[src/rtl/approximate_pattern_matcher_defines.svh]
// Assertion macros used by the approximate pattern matcher top level.
// Depends on nothing; expects a clock named clk and a reset named rst in scope.
`ifndef APPROXIMATE_PATTERN_MATCHER_DEFINES_SVH
`define APPROXIMATE_PATTERN_MATCHER_DEFINES_SVH

// Check that cons holds in the same cycle as ante.
`define APM_ASSERT_SAME(label, ante, cons, msg) \
  label: assert property (@(posedge clk) disable iff (rst) (ante) |-> (cons)) \
    else $error(msg);

// Check that cons holds in the cycle after ante.
`define APM_ASSERT_NEXT(label, ante, cons, msg) \
  label: assert property (@(posedge clk) disable iff (rst) (ante) |=> (cons)) \
    else $error(msg);

`endif

[src/rtl/apm_pkg.sv]
// Shared types and constants for the approximate pattern matcher.
// Used by the channel interfaces, the cell row and the top level.
package apm_pkg;

  localparam int APM_MAX_PATTERN_DEF = 32;  // default number of cells
  localparam int LEN_W               = 6;   // pattern_length and max_errors
  localparam int CAP_W               = 7;   // max_errors + 1
  localparam int CHAR_W              = 8;
  localparam int PATTERN_CHARS       = 32;  // characters held by the registers
  localparam int PATTERN_BITS        = PATTERN_CHARS * CHAR_W;
  localparam int POS_W               = 32;
  localparam int START_W             = 33;
  localparam int CFG_INDEX_W         = 3;
  localparam int CFG_DATA_W          = 64;

  typedef enum logic [CFG_INDEX_W-1:0] {
    REG_PATTERN_LENGTH = 3'd0,
    REG_MAX_ERRORS     = 3'd1,
    REG_PATTERN_CHARS0 = 3'd2,
    REG_PATTERN_CHARS1 = 3'd3,
    REG_PATTERN_CHARS2 = 3'd4,
    REG_PATTERN_CHARS3 = 3'd5
  } cfg_reg_t;

  // Control part of the wave that walks the cell row, one cell a cycle.
  typedef struct packed {
    logic              valid;
    logic              restart;
    logic [CHAR_W-1:0] ch;
  } wave_ctl_t;

endpackage

[src/rtl/apm_in_if.sv]
// Text request channel of the approximate pattern matcher.
// Depends on apm_pkg for field widths.
interface apm_in_if import apm_pkg::*; ();
  logic              valid;
  logic              ready;
  logic [CHAR_W-1:0] text_byte;
  logic              new_text;

  modport source (output valid, output text_byte, output new_text, input ready);
  modport sink   (input valid, input text_byte, input new_text, output ready);
endinterface

[src/rtl/apm_out_if.sv]
// Result request channel of the approximate pattern matcher.
// Depends on apm_pkg for field widths.
interface apm_out_if import apm_pkg::*; ();
  logic                      valid;
  logic                      ready;
  logic                      match;
  logic [LEN_W-1:0]          distance;
  logic [POS_W-1:0]          end_position;
  logic signed [START_W-1:0] start_position;

  modport source (output valid, output match, output distance, output end_position,
                  output start_position, input ready);
  modport sink   (input valid, input match, input distance, input end_position,
                  input start_position, output ready);
endinterface

[src/rtl/approximate_pattern_matcher.sv]
// Approximate pattern matcher: takes one text byte per request and returns one
// result request per byte telling whether the configured pattern (up to
// MAX_PATTERN characters) ends at that byte with at most max_errors edits,
// together with the capped distance, the byte's position and the start
// estimate. The column of edit distances lives in a row of MAX_PATTERN cells;
// a byte travels down the row one cell per clock and then through the hold
// stage to the output register, and the block works on one byte at a time:
// a new byte is taken once the previous result has moved into the output
// register, which a stalled output delays. Configuration writes never touch
// the column or the position; write them only while idle.
// Depends on apm_pkg, apm_in_if, apm_out_if, apm_chain and the defines header.
`include "approximate_pattern_matcher_defines.svh"

module approximate_pattern_matcher import apm_pkg::*; #(
  parameter int MAX_PATTERN = APM_MAX_PATTERN_DEF
) (
  input  logic                   clk,
  input  logic                   rst,
  apm_in_if.sink                 text,
  apm_out_if.source              result,
  input  logic                   cfg_write,
  input  logic [CFG_INDEX_W-1:0] cfg_index,
  input  logic [CFG_DATA_W-1:0]  cfg_data
);

  // Entry width: reset values up to MAX_PATTERN, capped values up to 64.
  localparam int DW = ($clog2(MAX_PATTERN + 1) > CAP_W) ? $clog2(MAX_PATTERN + 1) : CAP_W;

  // Configuration registers.
  logic [LEN_W-1:0]      pattern_length;
  logic [LEN_W-1:0]      max_errors;
  logic [CFG_DATA_W-1:0] pattern_chars [4];

  // Control and position state.
  logic             busy;        // a byte is in the row or waiting in hold
  logic [POS_W-1:0] byte_position;
  logic [POS_W-1:0] end_pos;     // position of the byte in flight
  wave_ctl_t        wave_in;
  wave_ctl_t        wave_out;
  logic [DW-1:0]    last;
  logic             hold_valid;
  logic [DW-1:0]    hold_last;

  logic             accept;
  logic [POS_W-1:0] base_pos;
  logic [CAP_W-1:0] cap;
  logic [START_W-1:0] m_ext;
  logic             out_free;

  assign accept     = text.valid && text.ready;
  assign text.ready = !busy;
  assign cap        = {1'b0, max_errors} + CAP_W'(1);
  assign out_free   = !result.valid || result.ready;
  assign base_pos   = text.new_text ? '0 : byte_position;

  // Length in use, clamped to the number of cells.
  assign m_ext = (32'(pattern_length) > 32'(MAX_PATTERN)) ? START_W'(MAX_PATTERN)
                                                         : START_W'(pattern_length);

  // Configuration writes; unknown indexes drop the write.
  always_ff @(posedge clk) begin
    if (rst) begin
      pattern_length <= '0;
      max_errors     <= '0;
      for (int k = 0; k < 4; k++) begin
        pattern_chars[k] <= '0;
      end
    end else if (cfg_write) begin
      unique case (cfg_index)
        REG_PATTERN_LENGTH: pattern_length   <= cfg_data[LEN_W-1:0];
        REG_MAX_ERRORS:     max_errors       <= cfg_data[LEN_W-1:0];
        REG_PATTERN_CHARS0: pattern_chars[0] <= cfg_data;
        REG_PATTERN_CHARS1: pattern_chars[1] <= cfg_data;
        REG_PATTERN_CHARS2: pattern_chars[2] <= cfg_data;
        REG_PATTERN_CHARS3: pattern_chars[3] <= cfg_data;
        default: ;
      endcase
    end
  end

  // Launch a byte into the row, advance the position and track the single
  // byte in flight until its result leaves the hold stage.
  always_ff @(posedge clk) begin
    if (rst) begin
      busy          <= 1'b0;
      byte_position <= '0;
      wave_in.valid <= 1'b0;
      hold_valid    <= 1'b0;
      result.valid  <= 1'b0;
    end else begin
      wave_in.valid <= accept;
      if (accept) begin
        busy          <= 1'b1;
        byte_position <= (&base_pos) ? base_pos : base_pos + POS_W'(1);
      end
      // Catch the wave at the end of the row.
      if (wave_out.valid) begin
        hold_valid <= 1'b1;
      end
      // Move the result to the output register when it is free.
      if (hold_valid && out_free) begin
        hold_valid   <= 1'b0;
        busy         <= 1'b0;
        result.valid <= 1'b1;
      end else if (result.ready) begin
        result.valid <= 1'b0;
      end
    end
    // Payload of the launched byte: no reset needed.
    if (accept) begin
      wave_in.restart <= text.new_text;
      wave_in.ch      <= text.text_byte;
    end
  end

  // Payload registers: no reset needed.
  always_ff @(posedge clk) begin
    if (accept) begin
      end_pos <= base_pos;
    end
    if (wave_out.valid) begin
      hold_last <= last;
    end
    if (hold_valid && out_free) begin
      result.match          <= (hold_last <= DW'(max_errors));
      result.distance       <= hold_last[LEN_W-1:0];
      result.end_position   <= end_pos;
      result.start_position <= $signed({1'b0, end_pos} - m_ext + START_W'(1));
    end
  end

  apm_chain #(
    .NCELL (MAX_PATTERN),
    .DW    (DW)
  ) u_chain (
    .clk            (clk),
    .rst            (rst),
    .wave_in        (wave_in),
    .pattern_length (pattern_length),
    .pattern_chars  ({pattern_chars[3], pattern_chars[2], pattern_chars[1],
                      pattern_chars[0]}),
    .cap            (cap),
    .wave_out       (wave_out),
    .last           (last)
  );

  // A waiting result always belongs to a byte still counted as in flight.
  `APM_ASSERT_SAME(a_hold_busy, hold_valid, busy, "hold stage full while not busy")
  // The wave must never find the hold stage occupied.
  `APM_ASSERT_SAME(a_tail_free, wave_out.valid, !hold_valid, "wave hit a full hold stage")
  // A new byte is only launched when the row is empty of earlier work.
  `APM_ASSERT_SAME(a_launch_idle, wave_in.valid, !hold_valid && !wave_out.valid,
                   "byte launched while another is in flight")
  // Accepting a byte closes the input until its result moves out.
  `APM_ASSERT_NEXT(a_accept_busy, accept, busy && !text.ready, "not busy after accept")
  // Leaving the hold stage presents a result and reopens the input.
  `APM_ASSERT_NEXT(a_hold_out, hold_valid && out_free, result.valid && !busy,
                   "result not presented after leaving hold")

endmodule

[src/rtl/apm_cell.sv]
// One edit-distance cell: holds one column entry and updates it as the wave passes.
// Depends on apm_pkg for the wave control struct.
module apm_cell import apm_pkg::*; #(
  parameter int INDEX = 0,
  parameter int DW    = 7
) (
  input  logic              clk,
  input  logic              rst,
  input  wave_ctl_t         ctl_in,
  input  logic [DW-1:0]     old_prev_in,
  input  logic [DW-1:0]     new_prev_in,
  input  logic              in_range,
  input  logic [CHAR_W-1:0] pat_char,
  input  logic [CAP_W-1:0]  cap,
  output wave_ctl_t         ctl_out,
  output logic [DW-1:0]     old_prev_out,
  output logic [DW-1:0]     new_prev_out
);

  localparam logic [DW-1:0] RESET_VAL = DW'(INDEX + 1);

  logic [DW-1:0] entry;
  logic [DW-1:0] old_here;
  logic [DW:0]   del_cost;
  logic [DW:0]   sub_cost;
  logic [DW:0]   ins_cost;
  logic [DW:0]   cap_ext;
  logic [DW:0]   min_a;
  logic [DW:0]   min_b;
  logic [DW:0]   v_full;
  logic [DW-1:0] v;

  always_comb begin
    old_here = ctl_in.restart ? RESET_VAL : entry;
    del_cost = {1'b0, old_here} + (DW+1)'(1);
    sub_cost = {1'b0, old_prev_in} + (DW+1)'(pat_char != ctl_in.ch);
    ins_cost = {1'b0, new_prev_in} + (DW+1)'(1);
    cap_ext  = (DW+1)'(cap);
    min_a    = (del_cost < sub_cost) ? del_cost : sub_cost;
    min_b    = (cap_ext < ins_cost) ? cap_ext : ins_cost;
    v_full   = (min_a < min_b) ? min_a : min_b;
    v        = v_full[DW-1:0];  // never above the cap, so it fits
  end

  always_ff @(posedge clk) begin
    if (rst) begin
      entry         <= RESET_VAL;
      ctl_out.valid <= 1'b0;
    end else begin
      ctl_out.valid <= ctl_in.valid;
      if (ctl_in.valid) begin
        entry <= in_range ? v : old_here;
      end
    end
    // Hand the wave to the next cell; out of range cells pass the last value on.
    ctl_out.restart <= ctl_in.restart;
    ctl_out.ch      <= ctl_in.ch;
    old_prev_out    <= old_here;
    new_prev_out    <= in_range ? v : new_prev_in;
  end

endmodule

[src/rtl/apm_chain.sv]
// Row of edit-distance cells, wave entering at cell 0 and leaving after the last.
// Depends on apm_pkg and apm_cell.
module apm_chain import apm_pkg::*; #(
  parameter int NCELL = APM_MAX_PATTERN_DEF,
  parameter int DW    = 7
) (
  input  logic                    clk,
  input  logic                    rst,
  input  wave_ctl_t               wave_in,
  input  logic [LEN_W-1:0]        pattern_length,
  input  logic [PATTERN_BITS-1:0] pattern_chars,
  input  logic [CAP_W-1:0]        cap,
  output wave_ctl_t               wave_out,
  output logic [DW-1:0]           last
);

  wave_ctl_t     ctl   [NCELL+1];
  logic [DW-1:0] old_p [NCELL+1];
  logic [DW-1:0] new_p [NCELL+1];

  // The entry before the pattern is always zero.
  assign ctl[0]   = wave_in;
  assign old_p[0] = '0;
  assign new_p[0] = '0;

  for (genvar i = 0; i < NCELL; i++) begin : g_cell
    logic [CHAR_W-1:0] pc;
    logic              in_range;

    if (i < PATTERN_CHARS) begin : g_char
      assign pc = pattern_chars[i*CHAR_W +: CHAR_W];
    end else begin : g_zero
      assign pc = '0;
    end

    assign in_range = (32'(pattern_length) > 32'(i));

    apm_cell #(
      .INDEX (i),
      .DW    (DW)
    ) u_cell (
      .clk          (clk),
      .rst          (rst),
      .ctl_in       (ctl[i]),
      .old_prev_in  (old_p[i]),
      .new_prev_in  (new_p[i]),
      .in_range     (in_range),
      .pat_char     (pc),
      .cap          (cap),
      .ctl_out      (ctl[i+1]),
      .old_prev_out (old_p[i+1]),
      .new_prev_out (new_p[i+1])
    );
  end

  assign wave_out = ctl[NCELL];
  assign last     = new_p[NCELL];

endmodule
[src/flat_wrapper.sv]
// flat-port wrapper written by rule: the top's interface ports become plain ports
module approximate_pattern_matcher_flat import apm_pkg::*;
#(
  parameter int MAX_PATTERN = APM_MAX_PATTERN_DEF
)
  (clk, rst, cfg_write, cfg_index, cfg_data, text_valid, text_text_byte, text_new_text, text_ready, result_valid, result_match, result_distance, result_end_position, result_start_position, result_ready);
  apm_in_if text_i ();
  apm_out_if result_i ();
  input  logic clk;
  input  logic rst;
  input  logic cfg_write;
  input  logic [CFG_INDEX_W-1:0] cfg_index;
  input  logic [CFG_DATA_W-1:0] cfg_data;
  input wire logic [$bits(text_i.valid)-1:0] text_valid;
  input wire logic [$bits(text_i.text_byte)-1:0] text_text_byte;
  input wire logic [$bits(text_i.new_text)-1:0] text_new_text;
  output wire logic [$bits(text_i.ready)-1:0] text_ready;
  output wire logic [$bits(result_i.valid)-1:0] result_valid;
  output wire logic [$bits(result_i.match)-1:0] result_match;
  output wire logic [$bits(result_i.distance)-1:0] result_distance;
  output wire logic [$bits(result_i.end_position)-1:0] result_end_position;
  output wire logic [$bits(result_i.start_position)-1:0] result_start_position;
  input wire logic [$bits(result_i.ready)-1:0] result_ready;
  assign text_i.valid = text_valid;
  assign text_i.text_byte = text_text_byte;
  assign text_i.new_text = text_new_text;
  assign text_ready = text_i.ready;
  assign result_valid = result_i.valid;
  assign result_match = result_i.match;
  assign result_distance = result_i.distance;
  assign result_end_position = result_i.end_position;
  assign result_start_position = result_i.start_position;
  assign result_i.ready = result_ready;
  approximate_pattern_matcher #(.MAX_PATTERN(MAX_PATTERN)) u_core (.clk(clk), .rst(rst), .text(text_i), .result(result_i), .cfg_write(cfg_write), .cfg_index(cfg_index), .cfg_data(cfg_data));
endmodule
[config.mk]
export PLATFORM = sky130hd
export DESIGN_NAME = approximate_pattern_matcher_flat
export DESIGN_NICKNAME = d
export VERILOG_FILES = /design/src/rtl/apm_pkg.sv /design/src/rtl/apm_in_if.sv /design/src/rtl/apm_out_if.sv /design/src/rtl/approximate_pattern_matcher.sv /design/src/rtl/apm_cell.sv /design/src/rtl/apm_chain.sv /design/src/flat_wrapper.sv
export VERILOG_INCLUDE_DIRS = /design/src /design/src/rtl
export SDC_FILE = /design/constraint.sdc
export NUM_CORES = 2
export LEC_CHECK = 0
export ABC_AREA = 1
export BUFFER_PORTS_ARGS = -buffer_cell sky130_fd_sc_hd__buf_2
export CAP_MARGIN = 10
export CORE_ASPECT_RATIO = 1.4
export CORE_MARGIN = 2
export CORE_UTILIZATION = 47
export DETAILED_ROUTE_END_ITERATION = 10
export PLACE_DENSITY_LB_ADDON = 0.3
export SLEW_MARGIN = 40
export SYNTH_ARGS = -nofsm -noshare
export SYNTH_HDL_FRONTEND = slang
export SYNTH_HIERARCHICAL = 1
export SYNTH_SLANG_ARGS = --single-unit
export TNS_END_PERCENT = 30
[constraint.sdc]
create_clock -name clk -period 9.7 [get_ports clk]
set_clock_uncertainty 0.05 [all_clocks]
set_input_delay 1.94 -clock clk [delete_from_list [all_inputs] [get_ports clk]]
set_output_delay 1.94 -clock clk [all_outputs]
set_load 0.05 [all_outputs]
Yosys cells after proc, flatten, opt, wreduce, memory -nomap -nowiden
Memories as Yosys holds them, arrays and structs flattened.
Index checks and enable logic that the tools add are counted.
{"block": "word_totals", "word_cells": 703, "input_bits": 81, "mem_bits_rw": 256, "output_inout_bits": 74, "register_bits": 1144, "memories": 1}
{"name": "u_core.pattern_chars", "words": 4, "width": 64, "rd": 4, "rd_ports_with_merged_regs": 0, "write_ports": 4, "line_no": "approximate_pattern_matcher.sv:32", "rtl": "logic [CFG_DATA_W-1:0] pattern_chars [4];"}
{"block": "op_classes", "muxes": 218, "bitwise_logic": 4, "n_eq_ne": 37, "reduce_logical": 11, "n_lt_le_gt_ge": 130, "add_sub_neg": 98}
{"operator": "7-bit two-way mux", "n": 128}
{"operator": "7-bit by 1-bit adder with 8-bit output, second input constant", "n": 63}
{"operator": "8-bit two-way mux", "n": 63}
{"operator": "8-bit less-than comparator", "n": 62}
{"operator": "64-bit two-way mux", "n": 4}
{"operator": "8-bit inequality test", "n": 32}
{"operator": "7-bit by 1-bit adder with 8-bit output", "n": 31}
{"operator": "7-bit by 8-bit less-than comparator with 1-bit output", "n": 31}
{"operator": "6-bit by 5-bit > comparator with 1-bit output, second input constant", "n": 16}
{"operator": "32-bit two-way mux", "n": 2}
{"operator": "6-bit by 4-bit > comparator with 1-bit output, second input constant", "n": 8}
{"operator": "33-bit by 1-bit adder with 33-bit output, second input constant", "n": 1}
{"operator": "32-bit by 33-bit subtractor with 33-bit output", "n": 1}
{"operator": "32-bit by 1-bit adder with 32-bit output, second input constant", "n": 1}
{"operator": "32-bit AND reduction", "n": 1}
{"operator": "6-bit by 3-bit > comparator with 1-bit output, second input constant", "n": 4}
{"operator": "1-bit two-way mux", "n": 20}
{"operator": "6-bit by 1-bit > comparator with 1-bit output, second input constant", "n": 2}
{"operator": "6-bit by 2-bit > comparator with 1-bit output, second input constant", "n": 2}
{"operator": "8-bit by 1-bit less-than comparator with 1-bit output", "n": 1}
{"operator": "8-bit by 7-bit less-than comparator with 1-bit output", "n": 1}
{"operator": "6-bit by 1-bit adder with 7-bit output, second input constant", "n": 1}
{"operator": "7-bit by 6-bit less-or-equal comparator with 1-bit output", "n": 1}
{"operator": "7-bit by 1-bit less-than comparator with 1-bit output, second input constant", "n": 1}
{"operator": "other kinds (13)", "n": 21}

Logic depth before layout (Yosys ltp)
An unclocked memory read counts as a cell.
{"block": "logic_depth", "depth_word": 8, "mapped_depth": 32}

Modules after synthesis
The synthesis kept the hierarchy.
{"module": "approximate_pattern_matcher", "instances": 1, "cells_each": 1687, "seq_area_each_um2": 12251.8, "area_per_inst_um2": 18146.2}
{"module": "apm_cell (u_core.u_chain.g_cell[7].u_cell)", "instances": 1, "cells_each": 289, "seq_area_each_um2": 620.6, "area_per_inst_um2": 2223.4}
{"module": "apm_cell (u_core.u_chain.g_cell[26].u_cell)", "instances": 1, "cells_each": 289, "seq_area_each_um2": 620.6, "area_per_inst_um2": 2207.1}
{"module": "apm_cell (u_core.u_chain.g_cell[2].u_cell)", "instances": 1, "cells_each": 296, "seq_area_each_um2": 620.6, "area_per_inst_um2": 2190.9}
{"module": "apm_cell (u_core.u_chain.g_cell[31].u_cell)", "instances": 1, "cells_each": 297, "seq_area_each_um2": 620.6, "area_per_inst_um2": 2190.9}
{"module": "apm_cell (u_core.u_chain.g_cell[13].u_cell)", "instances": 1, "cells_each": 290, "seq_area_each_um2": 620.6, "area_per_inst_um2": 2188.3}
{"module": "apm_cell (u_core.u_chain.g_cell[24].u_cell)", "instances": 1, "cells_each": 292, "seq_area_each_um2": 620.6, "area_per_inst_um2": 2188.3}
{"module": "apm_cell (u_core.u_chain.g_cell[6].u_cell)", "instances": 1, "cells_each": 294, "seq_area_each_um2": 620.6, "area_per_inst_um2": 2183.3}
{"module": "apm_cell (u_core.u_chain.g_cell[28].u_cell)", "instances": 1, "cells_each": 293, "seq_area_each_um2": 620.6, "area_per_inst_um2": 2177.1}
{"module": "apm_cell (u_core.u_chain.g_cell[23].u_cell)", "instances": 1, "cells_each": 291, "seq_area_each_um2": 620.6, "area_per_inst_um2": 2170.8}
{"module": "apm_cell (u_core.u_chain.g_cell[21].u_cell)", "instances": 1, "cells_each": 292, "seq_area_each_um2": 620.6, "area_per_inst_um2": 2164.6}
{"module": "apm_cell (u_core.u_chain.g_cell[27].u_cell)", "instances": 1, "cells_each": 292, "seq_area_each_um2": 620.6, "area_per_inst_um2": 2147.1}
{"module": "apm_cell (u_core.u_chain.g_cell[14].u_cell)", "instances": 1, "cells_each": 292, "seq_area_each_um2": 620.6, "area_per_inst_um2": 2138.3}
{"module": "apm_cell (u_core.u_chain.g_cell[25].u_cell)", "instances": 1, "cells_each": 291, "seq_area_each_um2": 620.6, "area_per_inst_um2": 2138.3}
{"module": "20 more rows"}

Worst setup path before layout
Ideal clock, no wire load.
{"block": "synth_timing", "kind": "input to register", "start": "input cfg_write", "end": "memory u_core.pattern_chars[0][0] (enable)", "arrival_ns": 6.980, "path_slack_ns": 2.089, "cell_stages": 4, "n_path_buf": 0, "setup_ns": 0.582, "path_cell_list": "inv_1 -> nor2_1 -> inv_1 -> o31ai_1"}
{"item": "from (decl)", "line_no": "flat_wrapper.sv:11", "rtl": "input logic cfg_write;"}
{"item": "to (decl)", "line_no": "approximate_pattern_matcher.sv:32"}

Final worst setup path
{"block": "layout_timing", "start": "register u_core.max_errors[0]", "end": "register u_core.u_chain.g_cell[6].u_cell.entry[2]"}
{"block": "layout_via", "elab_chain_len": 6}
{"item": "from (decl)", "line_no": "approximate_pattern_matcher.sv:31", "rtl": "logic [LEN_W-1:0] max_errors;"}
{"item": "from (signal assigned)", "line_no": "approximate_pattern_matcher.sv:71", "rtl": "REG_MAX_ERRORS: max_errors <= cfg_data[LEN_W-1:0];"}
{"item": "6-bit by 1-bit adder with 7-bit output *", "line_no": "approximate_pattern_matcher.sv:52", "rtl": "assign cap = {1'b0, max_errors} + CAP_W'(1);"}
{"item": "net u_core.cap[0]", "line_no": "approximate_pattern_matcher.sv:46", "rtl": "logic [CAP_W-1:0] cap;"}
{"item": "7-bit by 8-bit less-than comparator with 1-bit output", "line_no": "apm_cell.sv:40", "rtl": "min_b = (cap_ext < ins_cost) ? cap_ext : ins_cost;"}
{"item": "8-bit two-way mux *", "line_no": "apm_cell.sv:40"}
{"item": "8-bit less-than comparator", "line_no": "apm_cell.sv:41", "rtl": "v_full = (min_a < min_b) ? min_a : min_b;"}
{"item": "7-bit two-way mux *", "line_no": "apm_cell.sv:41"}
{"item": "7-bit two-way mux *", "line_no": "apm_cell.sv:52", "rtl": "entry <= in_range ? v : old_here;"}
{"item": "to (signal assigned)", "line_no": "apm_cell.sv:52"}
{"item": "to (decl)", "line_no": "apm_cell.sv:22", "rtl": "logic [DW-1:0] entry;"}
Mark *: on every way through the listed nets, which the timed path passes. The rest lies on a longest branch.
A chain may end at the register's enable or synchronous reset.

==> summary.txt <==
Die
  – Row count: 186
  – Core ar.: 0.183 mm2
  – IO Count: 155
  – Initial core utilization: 0.472
  – Die footprint: 0.187 mm2
  – Chip height: 511 um
  – Width of the die: roughly 370 um

Hold path
  – HP Class: reg2reg
  – Min-delay src: u_core/wave_in[0]

Yosys
  – Post-Syn Instances: 11078
  – Mapped Area: 0.0864 mm2
  – Mean Syn Cell Area: 7.80 um2
  – Synth warn: 6

Job
  – Max-cap viol count: 0

Cells and area
  – Most frequent cells in the layout: 2644 x nand2_1, 1331 x inv_1, 1024 x dfxtp_1
  – Commonest non-fill, non-tap cell in the layout: nand2_1
  – Post-layout nets: 12199
  – Area Growth Syn to Fin: 10.1%
  – Design area: 0.0951 mm2
  – Fillers: 17358
  – Layout cells sized above 1: 0.111

Pwr
  – Pwr/cell area: between 200 and 250 mW/mm2
  – Combinational power share: 0.360
  – Sw power: between 8 and 9 mW
  – Peak supply drop: 182 uV
  – Reg power frac: 0.356
  – Static leakage: 45.0 nW
  – Clk pwr share: 0.284
  – P_int: 12.5 mW
  – Sw frac: 0.394

Critical path
  – Crit-path max cell delay: 0.67 ns
  – WS Path Type: reg2reg
  – Crit path from: u_core/max_errors[0]
  – CP max FO: 64
  – CP dominant cell by count: nand2_1
  – Req. time, crit path: 10.31 ns
  – Setup crit start kind: register
  – Slowest cell on crit path: nor3_1
  – Worst EP arrival: 6.26 ns
  – CP Cell Sequence: clkinv_2, nor3_1, nand3_1, xor2_4, buf_12, ha_1, a21oi_1, nor2_1, o21ai_1, nand2_2, o21ai_0, ha_1, a21oi_1, nor2_1, a211oi_2, nand3_1, nand3_2, nand2_1, nand2_1, nand2_1
  – RR Startpoint: u_core/max_errors[0]
  – Crit. End Element: register

Routing
  – Via-per-instance ratio: 5.25
  – Antenna Nets Post-Route: 0
  – Wirelength per Cell: 17.7 um
  – # DRC: 0
  – Via count: ~73000
  – Drt first pass iters: 6
  – Initial DRC Count: between 4000 and 5000
  – Drt total wl: 246000 um

Clock tree
  – CTS tree: yes
  – CTS Buf Count: between 100 and 150
  – CTS Sinks: 1400
  – Clock latency on the worst-skew pair: 0.85 ns
  – CTS max path bufs: 3
  – Clk slew on worst S/H paths: about 0.06 ns
  – Postcts setup bufs: 0
  – CTS Root Cell: clkbuf_16
  – CTS resizes: 0
  – H-tree levels: 4
  – Hold buffers post-CTS: 0

Timing
  – Final Hold Vio Count: 0
  – Max Slew Vio Count: 0
  – Min cycle time layout: 5.65 ns
  – Setup TNS: 0 ns
  – FMAX: between 0.15 and 0.2 GHz
  – Final Cycle Share: 0.583
  – Slew headroom: 0.453
  – Actual slew at the worst max-slew pin: between 0.8 and 0.9 ns
  – RSZ-0062 raised after global routing: no
  – Final setup viols: 0

Global route
  – GRT Total Usage: 0.256
  – Grt ovf: 0
  – Initial antenna violation count: 8
  – Global-route wire length before repair: 382000 um
  – Pin count of the biggest net entering global routing: between 60 and 70
  – Vias in the first global route: 72125

Place
  – PortBufs: between 150 and 200
  – Post-DP HPWL: 193000 um
  – Placed cell areas: around 0.090 mm2
  – Routability cong.: ~0.94

Outcome
  – Status: finished, final reports clean
## layout make-up
type / count / area [um2] / share of cell area
antenna: 5 / 12.5 / 0.000132
clock buffer: 200 / 4070 / 0.0428
clock inverter: 69 / 1000 / 0.0105
inverter: 1431 / 5390 / 0.0567
multi-input combinational: 8141 / 48700 / 0.512
sequential: 1400 / 31800 / 0.334
tap: 2444 / 3060 / 0.0322
timing repair buffer: 185 / 1080 / 0.0113
## state kept, by name (all words and copies together) (netlist names)
signal,cells
u_core/u_chain/g_cell.u_cell/old_prev_out,217
u_core/pattern_length,6
u_core/busy,1
u_core/result.start_position,33
u_core/u_chain/g_cell.u_cell/entry,224
u_core/result.match,1
u_core/pattern_chars,256
u_core/result.distance,6
u_core/result.end_position,32
u_core/u_chain/g_cell.u_cell/ctl_out,311
u_core/byte_position,32
u_core/result.valid,1
u_core/end_pos,32
u_core/max_errors,6
u_core/hold_last,7
u_core/u_chain/g_cell.u_cell/new_prev_out,224
u_core/wave_in,10
u_core/hold_valid,1
## path summary, 6_finish.rpt
path / end / slack (ns) / depth (start not counted)
min: u_core/u_chain/g_cell[0].u_cell/ctl_out[0] / 0.30 / 0
max reg2reg: u_core/u_chain/g_cell[6].u_cell/entry[2] / 4.05 / 20
max: u_core/u_chain/g_cell[6].u_cell/entry[2] / 4.05 / 20
min reg2reg: u_core/u_chain/g_cell[0].u_cell/ctl_out[0] / 0.30 / 0
## metrics by stage
stage / power, mW / util / cells / hold slack (ns) / setup slack (ns)
after floorplan: 13.0 / - / 11118 / 0.276 / 2.09
after global placement: 14.5 / 0.491 / 13600 / 0.302 / 3.93
after detailed placement: 14.8 / 0.491 / 13601 / 0.304 / 4.13
after CTS: 20.7 / 0.519 / 13870 / 0.299 / 4.08
after global routing: 22.0 / 0.519 / 13871 / 0.305 / 3.61
final: 20.6 / 0.519 / 13875 / 0.296 / 4.05
## power groups by stage
| stage | logic [mW] | clock network, mW | registers [mW] |
|---|---|---|---|
| after floorplan | 5.87 | 0 | 7.13 |
| after global placement | 7.09 | 0 | 7.44 |
| after detailed placement | 7.33 | 0 | 7.45 |
| after CTS | 7.37 | 5.96 | 7.33 |
| after global routing | 8.42 | 6.17 | 7.38 |
| final | 7.42 | 5.85 | 7.34 |
## critical path, delay by kind of cell (launching register included)
family | cells | cell delay [ns]
compound gates | 5 | 1.44
xor+xnor | 1 | 0.22
fa+ha+maj | 2 | 0.67
buf+inv | 2 | 0.83
flops | 1 | 0.42
simple gates | 10 | 1.75
## metal layers
metal	up-vias	part of all wire	track usage	wire, um
met2	1801	0.51	0.477	126000
li1	36337	-	-	-
met5	-	0.00021	0	51
met3	598	0.043	0.0360	10700
met4	8	0.050	0.124	12200
met1	34081	0.39	0.282	96900
Note: power is estimated with default switching activity, not from simulation.
